`src/rtl/core/dclr_pkg.sv`:
```
// Package with protocol bytes, parser state codes and the result word type.
`timescale 1ns / 1ps

package dclr_pkg;

    localparam int unsigned BYTE_W = 8;

    localparam logic [BYTE_W-1:0] SYNC_BYTE  = 8'h7E;
    localparam logic [BYTE_W-1:0] MY_ADDR    = 8'h80;
    localparam logic [BYTE_W-1:0] PAD_BYTE   = 8'h7D;
    localparam logic [BYTE_W-1:0] ESC_BYTE   = 8'h7F;
    localparam logic [BYTE_W-1:0] ESC_OFFSET = 8'h4E;

    localparam logic [BYTE_W-1:0] CHANNEL_COUNT_RESET = 8'd8;

    localparam int unsigned ST_W = 3;
    localparam logic [ST_W-1:0] ST_WAIT  = 3'd0;
    localparam logic [ST_W-1:0] ST_ADDR  = 3'd1;
    localparam logic [ST_W-1:0] ST_STRIP = 3'd2;
    localparam logic [ST_W-1:0] ST_ESC   = 3'd3;
    localparam logic [ST_W-1:0] ST_FWD   = 3'd4;

    typedef struct packed {
        logic              tx_valid;
        logic [BYTE_W-1:0] tx_byte;
        logic              chan_write;
        logic [BYTE_W-1:0] chan_index;
        logic [BYTE_W-1:0] chan_value;
        logic              frame_done;
    } t_result;

endpackage

```
`src/rtl/core/daisy_chain_lighting_rx.sv`:
```
// Daisy-chain lighting receiver: frame parser with a two-entry result buffer.
//
// Usage:
//   rx channel  (i_rx_valid / o_rx_ready, i_rx_byte): one serial byte per word.
//   result channel (o_res_valid / i_res_ready): one result word per rx word,
//     carrying the downstream byte (o_tx_valid, o_tx_byte), the channel write
//     (o_chan_write, o_chan_index, o_chan_value) and o_frame_done.
//   config channel (i_cfg_valid / o_cfg_ready, i_cfg_data): channel count,
//     always ready; write only while the block is idle.
// Buffering: each result word is registered in the output entry, or in the skid entry while the output is stalled.
// Throughput: one rx word per cycle while the skid entry is empty; the parser state update is a single
//   compare-and-increment step on the state and channel position registers.
// Reset: the parser waits for sync, channel position is zero, channel count
//   returns to 8, and both result buffer entries are empty.
// Stall: when the receiver holds i_res_ready low, one more rx word is taken
//   into the skid entry; o_rx_ready then drops until the stall clears.
`timescale 1ns / 1ps

module daisy_chain_lighting_rx (
    input  logic       i_clk,
    input  logic       i_rst_n,
    input  logic       i_rx_valid,
    output logic       o_rx_ready,
    input  logic [7:0] i_rx_byte,
    input  logic       i_cfg_valid,
    output logic       o_cfg_ready,
    input  logic [7:0] i_cfg_data,
    output logic       o_res_valid,
    input  logic       i_res_ready,
    output logic       o_tx_valid,
    output logic [7:0] o_tx_byte,
    output logic       o_chan_write,
    output logic [7:0] o_chan_index,
    output logic [7:0] o_chan_value,
    output logic       o_frame_done
);

    logic [dclr_pkg::ST_W-1:0]   r_state, n_state;
    logic [dclr_pkg::BYTE_W-1:0] r_pos, n_pos;
    logic [dclr_pkg::BYTE_W-1:0] r_count;
    dclr_pkg::t_result           n_res;
    dclr_pkg::t_result           r_out, r_skid;
    logic                        r_out_valid, r_skid_valid;
    logic                        in_fire, out_fire;
    logic [dclr_pkg::BYTE_W-1:0] chan_val;
    logic [dclr_pkg::BYTE_W-1:0] pos_inc;
    logic                        do_chan;

    assign o_rx_ready  = !r_skid_valid;
    assign o_cfg_ready = 1'b1;
    assign in_fire     = i_rx_valid && o_rx_ready;
    assign out_fire    = r_out_valid && i_res_ready;
    assign pos_inc     = r_pos + 8'd1;

    always_comb begin
        n_state  = r_state;
        n_pos    = r_pos;
        n_res    = '0;
        do_chan  = 1'b0;
        chan_val = i_rx_byte;
        unique case (r_state)
            dclr_pkg::ST_ADDR: begin
                if (i_rx_byte == dclr_pkg::MY_ADDR) begin
                    n_state = dclr_pkg::ST_STRIP;
                    n_pos   = '0;
                end else if (i_rx_byte > dclr_pkg::MY_ADDR) begin
                    n_state        = dclr_pkg::ST_FWD;
                    n_res.tx_valid = 1'b1;
                    n_res.tx_byte  = i_rx_byte - 8'd1;
                end
            end
            dclr_pkg::ST_STRIP: begin
                if (i_rx_byte == dclr_pkg::ESC_BYTE) begin
                    n_state = dclr_pkg::ST_ESC;
                end else if (i_rx_byte != dclr_pkg::PAD_BYTE) begin
                    do_chan = 1'b1;
                end
            end
            dclr_pkg::ST_ESC: begin
                do_chan  = 1'b1;
                chan_val = i_rx_byte + dclr_pkg::ESC_OFFSET;
            end
            dclr_pkg::ST_FWD: begin
                if (i_rx_byte == dclr_pkg::SYNC_BYTE) begin
                    n_state = dclr_pkg::ST_ADDR;
                end
                n_res.tx_valid = 1'b1;
                n_res.tx_byte  = i_rx_byte;
            end
            default: begin
                if (i_rx_byte == dclr_pkg::SYNC_BYTE) begin
                    n_state        = dclr_pkg::ST_ADDR;
                    n_res.tx_valid = 1'b1;
                    n_res.tx_byte  = dclr_pkg::SYNC_BYTE;
                end else begin
                    n_state = dclr_pkg::ST_WAIT;
                end
            end
        endcase
        if (do_chan) begin
            n_res.chan_write = 1'b1;
            n_res.chan_index = r_pos;
            n_res.chan_value = chan_val;
            n_pos            = pos_inc;
            if (pos_inc == r_count) begin
                n_state          = dclr_pkg::ST_FWD;
                n_res.tx_valid   = 1'b1;
                n_res.tx_byte    = dclr_pkg::MY_ADDR;
                n_res.frame_done = 1'b1;
            end else begin
                n_state = dclr_pkg::ST_STRIP;
            end
        end
    end

    always_ff @(posedge i_clk) begin
        if (!i_rst_n) begin
            r_state <= dclr_pkg::ST_WAIT;
            r_pos   <= '0;
            r_count <= dclr_pkg::CHANNEL_COUNT_RESET;
        end else begin
            if (in_fire) begin
                r_state <= n_state;
                r_pos   <= n_pos;
            end
            if (i_cfg_valid) begin
                r_count <= i_cfg_data;
            end
        end
    end

    always_ff @(posedge i_clk) begin
        if (!i_rst_n) begin
            r_out_valid  <= 1'b0;
            r_skid_valid <= 1'b0;
        end else if (out_fire || !r_out_valid) begin
            if (r_skid_valid) begin
                r_out_valid  <= 1'b1;
                r_skid_valid <= 1'b0;
            end else begin
                r_out_valid <= in_fire;
            end
        end else if (in_fire) begin
            r_skid_valid <= 1'b1;
        end
    end

    always_ff @(posedge i_clk) begin
        if (out_fire || !r_out_valid) begin
            if (r_skid_valid) begin
                r_out <= r_skid;
            end else if (in_fire) begin
                r_out <= n_res;
            end
        end else if (in_fire) begin
            r_skid <= n_res;
        end
    end

    assign o_res_valid  = r_out_valid;
    assign o_tx_valid   = r_out.tx_valid;
    assign o_tx_byte    = r_out.tx_byte;
    assign o_chan_write = r_out.chan_write;
    assign o_chan_index = r_out.chan_index;
    assign o_chan_value = r_out.chan_value;
    assign o_frame_done = r_out.frame_done;

endmodule

```
`config.mk`:
```
export PLATFORM = sky130hd
export DESIGN_NAME = daisy_chain_lighting_rx
export DESIGN_NICKNAME = d
export VERILOG_FILES = /design/src/rtl/core/dclr_pkg.sv /design/src/rtl/core/daisy_chain_lighting_rx.sv
export SDC_FILE = /design/constraint.sdc
export NUM_CORES = 1
export LEC_CHECK = 0
export BUFFER_PORTS_ARGS = -buffer_cell sky130_fd_sc_hd__clkbuf_2
export CAP_MARGIN = 20
export CORE_MARGIN = 5
export CORE_UTILIZATION = 40
export CTS_CLUSTER_DIAMETER = 120
export CTS_CLUSTER_SIZE = 30
export DETAILED_ROUTE_END_ITERATION = 6
export GPL_ROUTABILITY_DRIVEN = 0
export PLACE_DENSITY = 0.7
export SLEW_MARGIN = 40
export SYNTH_ARGS = -nofsm -noshare
export SYNTH_HDL_FRONTEND = slang
export SYNTH_SLANG_ARGS = --single-unit
```
`constraint.sdc`:
```
create_clock -name i_clk -period 3.1 [get_ports i_clk]
set_input_delay 0.155 -clock i_clk [delete_from_list [all_inputs] [get_ports i_clk]]
set_output_delay 0.155 -clock i_clk [all_outputs]
set_load 0.01 [all_outputs]
```
==> run metrics, run 1 <==
First-pass DRT Iterations 4; share of layout cells above drive strength 1 25.2%; power density over the cells 503 mW/mm2; post-CTS setup buffer count 0; Async S/R FF share, synth 0%; number of I/O port buffers 49; maximum number of pins on one net before global-route repair 28; Post-Route WL 7.51 mm; Top FF cell, synth edfxtp_1; Setup Crit Path Kind register to register; # hold bufs at CTS 0; synth warn 0; commonest non-fill, non-tap cells in the layout 54 x edfxtp_1, 49 x clkbuf_2, 38 x nor2_1, 25 x nand2_1, 21 x dfxtp_1; Mapped Cells 340; cell row count 35; antenna violations before repair 0; Worst setup EP type register; status complete, no violations; Final Cycle Share 84.4%; CTS tree yes; Worst slew margin 56.3%; vias in the first global route ~2600; die width approximately 110 um; Synth cell types 57; reg2reg start r_pos[0]; net count reported at finish 412; gr ovfl total 0; worst-skew pair later-pin latency 0.34 ns; Filler cells 865; post-synth top area share 43.2%; R2R setup slack 0.48 ns; Worst Path Arrival 2.80 ns; sequential element share of the synthesized area 54.4%; via count 2662; max-capacitance violation count 0; routed vias/inst 5.32; overall global routing resource usage 14.0%; die height 107 um; CP max stage cell or4_1; setup violators final 0; # clock sinks 75; Setup TNS Final 0 ns; non-filler instance count after layout 500; total leakage power about 0.0016 uW; Critical R2R Capture o_tx_byte[7]; Area Overhead vs Synth 14.6%; Antenna Nets Post-Route 0; Pins Over Slew Limit 0; most common cell after layout, fill and taps aside edfxtp_1; CTS Buf Count 9; WL per Instance 15.0 um; capture point of the critical path o_tx_byte[7]; startpoint types register; clock skew 0.00965 ns; FMAX 0.382 GHz; top cells by area, synth edfxtp_1 43%, dfxtp_1 11%, mux2_2 4.8%; synthesized area 0.00375 mm2; Post-Syn Nets 368; total core area 0.00920 mm2; Residual DRC 0; DP Wirelength 5.33 mm; Initial DRC Count 260; crit path max fanout 7; syn avg cell area around 11 um2; I/O Pins slightly above 50; first-pass GRT wire length 12.7 mm; ANT cells 0; Max IR drop VDD between 0.00015 and 0.0002 V; Post-synth EDFFs 54; CP max stage delay 0.70 ns; CP cell instances ha_1, and3_4, and3_1, xnor2_1, nand4_1, or4_1, a31oi_4; CTS Root Cell clkbuf_8; Crit path required time 3.29 ns; FF+latch count, synth 75; die area about 0.011 mm2; minimum clock period 2.62 ns; final hold vios 0; Max clock buf depth 2; Placed Cells 484; Hold Crit Class input port to register; critical path startpoint r_pos[0]; RSZ-0062 raised after global routing false; worst slew pin tran 0.654 ns; Starting Density 40.8%; H-tree levels 3; Worst Reg2Reg Path Length in Cells 7; Clock transition at path regs about 0.08 ns; Resized cells post-CTS 0; post-synth top area cell edfxtp_1
-- critical path, delay by kind of cell (launching register included) --
kind                     cells  cell delay, ns
AND/OR/NAND/NOR              4            1.32
flip-flops                   1            0.45
AO/OA/AOI/OAI                1            0.22
XOR/XNOR                     1            0.14
adder cells (fa/ha/maj)      1            0.33
-- routing by layer --
metal  vias to the layer above  share of wire, %  track usage, %
li1                       1322                 -               -
met1                      1253                48            19.2
met2                        76                45            21.6
met3                        11               5.1            2.65
met4                         0               1.9            6.03
met5                         -                 0               0
-- through the flow --
step	util, %	hold WS (ns)	cell area, um2	setup slack (ns)	power [uW]
finish	46.8	0.0170	4300	0.485	2160
global route	46.8	0.0340	4300	0.290	2260
CTS	46.8	0.00324	4300	0.500	2180
detailed placement	44.4	0.363	4090	0.533	1360
global placement	44.4	0.368	4090	0.637	1360
floorplan	-	0.217	3750	0.738	1290
-- registers in the layout, indices dropped and copies added (netlist names) --
name and cells:
o_chan_write 1, r_skid 27, r_state 3, o_chan_value 8, o_tx_valid 1, o_chan_index 8, o_frame_done 1, r_count 8
r_skid_valid 1, r_pos 8, o_tx_byte 8, o_res_valid 1
-- synthesized netlist by cell type (2+ instances only) --
cell,count
o311ai_0,4
xnor2_1,9
o221ai_1,2
and2_1,10
buf_6,2
xor2_1,7
or3_1,4
and3_1,4
o21ai_0,19
mux2_2,16
o31ai_1,7
o41ai_1,2
edfxtp_1,54
mux2i_1,8
and2b_1,2
nand3_1,4
nor2b_1,5
ha_1,7
nor2_1,39
nand2_1,25
buf_4,2
a31oi_1,4
a21oi_1,16
nor3_1,6
inv_1,6
buf_2,5
nand2b_1,4
nand4b_1,5
clkbuf_1,12
dfxtp_1,21
a211oi_1,3
-- worst min-delay path by stage --
stage                       start          to  slack [ns]  cells past startpoint
floorplan                 i_rst_n  r_count[3]        0.22                      1
CTS                       i_rst_n  r_count[3]       0.003                      2
finish                    i_rst_n  r_count[3]        0.02                      2
global placement          i_rst_n  r_count[3]        0.37                      2
global route        i_cfg_data[2]  r_count[2]        0.03                      3
detailed placement        i_rst_n  r_count[3]        0.36                      2
-- area by class of cell --
| class | instances | area, um2 | share of cell area, % |
|---|---|---|---|
| clock buffers | 10 | 128 | 2.97 |
| clock inverters | 6 | 88.8 | 2.07 |
| flip-flops and latches | 75 | 2040 | 47.5 |
| multi-input cells | 236 | 1580 | 36.7 |
| well taps | 111 | 139 | 3.23 |
| inverters | 8 | 30.0 | 0.698 |
| repair buffers | 54 | 295 | 6.86 |
-- cell families (layout without fill, tap and decap cells) --
| group | Yosys count | count (layout) | synth area share [%] |
|---|---|---|---|
| and+or+nand+nor | 118 | 118 | 16.1 |
| DFF | 75 | 75 | 54.4 |
| AOI/OAI and AO/OA | 70 | 70 | 12.7 |
| buffers and inverters | 29 | 78 | 3.67 |
| muxes | 24 | 24 | 6.93 |
| xor gates and xnor gates | 16 | 16 | 3.73 |
| adders and majority gates | 7 | 7 | 2.33 |
| other | 1 | 1 | 0.0999 |
-- power by group --
group | switching, uW | total, uW | internal [uW]
sequential | 20.1 | 1140 | 1120
combinational | 119 | 200 | 80.7
clock | 368 | 823 | 455
Note: power is estimated with default switching activity, not from simulation.
==> inputs of run 2 (changes only) <==
PLACE_DENSITY = 0.72   (was 0.7)
clock period = 2.38 ns   (was 3.1 ns; I/O delays follow)
==> run metrics, run 2 (synthesized netlist as in run 1, its figures left out) <==
status complete, no violations (unchanged); Starting Density 40.8% (unchanged); first-pass GRT wire length 13.1 mm (was 12.7 mm); Crit path required time 2.57 ns (was 3.29 ns); share of layout cells above drive strength 1 26.4% (was 25.2%); setup ws final 0.152 ns (was 0.485 ns); CTS Root Cell clkbuf_8 (unchanged); post-CTS setup buffer count 0 (unchanged); die width 107 um (unchanged); vias in the first global route 2651 (was 2578); DP Wirelength 5.56 mm (was 5.33 mm); Comb power frac 9.1% (was 9.2%); setup violators final 0 (unchanged); power density over the cells 665 mW/mm2 (was 503 mW/mm2); final core area utilization 48.0% (was 46.8%); flip-flop count of the largest register after layout 27 (unchanged); Power Internal 2260 uW (was 1660 uW); Hold Crit Class input port to register (unchanged); number of I/O port buffers 49 (unchanged); net count reported at finish 424 (was 412); minimum clock period 2.23 ns (was 2.62 ns); Sw Share 23.0% (was 23.4%); Antenna Nets Post-Route 0 (unchanged); die area 0.0114 mm2 (unchanged); critical path startpoint r_pos[1] (was r_pos[0]); Worst slew margin 59.8% (was 56.3%); crit path max fanout 6 (was 7); Largest Register r_skid (unchanged); Area Overhead vs Synth 17.7% (was 14.6%); final hold vios 0 (unchanged); First-pass DRT Iterations 4 (unchanged); Post-Route WL 7.94 mm (was 7.51 mm); clock skew 0.0151 ns (was 0.00965 ns); total leakage power 0.00171 uW (was 0.00164 uW); clock network power share 40.4% (was 38.1%); antenna violations before repair 0 (unchanged); total core area 0.00920 mm2 (unchanged); I/O Pins 51 (unchanged); Initial DRC Count 169 (was 260); CP max stage delay 0.57 ns (was 0.70 ns); Residual DRC 0 (unchanged); worst-skew pair later-pin latency 0.35 ns (was 0.34 ns); maximum number of pins on one net before global-route repair 28 (unchanged); Max clock buf depth 2 (unchanged); commonest non-fill, non-tap cells in the layout 54 x edfxtp_1, 49 x clkbuf_2, 38 x nor2_1, 25 x nand2_1, 21 x dfxtp_1 (unchanged); CP max stage cell or4_4 (was or4_1); ANT cells 0 (unchanged); CTS tree yes (unchanged); Final Cycle Share 93.6% (was 84.4%); WL per Instance 15.5 um (was 15.0 um); startpoint types register (unchanged); max-capacitance violation count 0 (unchanged); cell row count 35 (unchanged); Setup Crit Path Kind register to register (unchanged); Setup TNS Final 0 ns (unchanged); H-tree levels 3 (unchanged); CTS Buf Count 9 (unchanged); CP cell instances ha_1, and3_4, and3_1, xnor2_1, nand4_1, or4_4, a31oi_4 (was ha_1, and3_4, and3_1, xnor2_1, nand4_1, or4_1, a31oi_4); min-delay src i_cfg_data[1] (was i_rst_n); most common cell after layout, fill and taps aside edfxtp_1 (unchanged); # clock sinks 75 (unchanged); worst slack, placed 0.0631 ns (was 0.533 ns); Sequential Power Share 50.5% (was 52.7%); Worst setup EP type register (unchanged); gr ovfl total 0 (unchanged); overall global routing resource usage 14.3% (was 14.0%); Tot Pwr 2940 uW (was 2160 uW); Worst Path Arrival 2.42 ns (was 2.80 ns); worst slew pin tran 0.603 ns (was 0.654 ns); Max IR drop VDD 0.000262 V (was 0.000200 V); RSZ-0062 raised after global routing false (unchanged); die height 107 um (unchanged); Clock transition at path regs 0.08 ns (about the same); FMAX 0.449 GHz (was 0.382 GHz); reg2reg start r_pos[1] (was r_pos[0]); via count 2739 (was 2662); routed vias/inst 5.35 (was 5.32); Switching Power 676 uW (was 507 uW); Pins Over Slew Limit 0 (unchanged)
-- run 2: changes by cell type in the layout (fill, tap and decap cells not counted) --
cell | previous run | this run
buf_4 | 4 | 12
or4_4 | 0 | 1
dlygate4sd3_1 | 0 | 5
clkinvlp_4 | 2 | 1
buf_12 | 1 | 0
clkinv_1 | 1 | 2
or4_1 | 1 | 0
clkbuf_1 | 1 | 0
bufinv_16 | 2 | 3
-- run 2: power by group through the flow --
stage          combinational (uW)  sequential [uW]  clock [uW]
3_5_place_dp                  261             1520           0
6_report                      267             1490        1190
2_1_floorplan                 156             1520           0
3_3_place_gp                  254             1520           0
5_1_grt                       296             1490        1270
4_1_cts                       269             1490        1210
-- run 2: final timing paths --
check	end	slack (ns)	cells after the start
worst max register to register	o_tx_byte[7]	0.15	7
worst min-delay path	r_count[1]	0.01	3
worst max-delay path	o_tx_byte[7]	0.15	7
worst min register to register	r_pos[1]	0.51	2
-- run 2: cell type report --
cell class | instances | area (um2)
inverter | 8 | 30.0
fill | 849 | 4780
clock inverter | 7 | 115
sequential | 75 | 2040
tap | 111 | 139
multi-input combinational | 236 | 1580
clock buffer | 9 | 124
timing repair buffer | 66 | 385
-- run 2: repair_timing --
action,4_1_cts,5_1_grt
gates resized for setup,0,1
endpoints found under the hold margin,4,0
setup endpoints to repair,0,5
hold buffers,5,0
-- run 2: stage by stage --
stage               cells  instance area (um2)  hold slack (ns)
finish                512                 4420           0.0135
global placement      491                 4130            0.327
global route          512                 4420          0.00871
floorplan             340                 3750            0.181
CTS                   512                 4410          0.00110
detailed placement    491                 4130            0.329
-- run 2: routing by layer --
layer | GRT usage (%) | routed length, um | share of wire [%]
met1 | 19.2 | 3630 | 46
met2 | 22.3 | 3740 | 47
met3 | 3.67 | 426 | 5.4
met4 | 5.57 | 140 | 1.8
met5 | 0 | 0 | 0
-- run 2: worst max-delay path, delay by kind of cell, from the launching register on --
family | cells | cell delay (ns)
AND/OR/NAND/NOR | 4 | 1.17
flip-flops | 1 | 0.39
adder cells (fa/ha/maj) | 1 | 0.19
AO/OA/AOI/OAI | 1 | 0.19
XOR/XNOR | 1 | 0.14
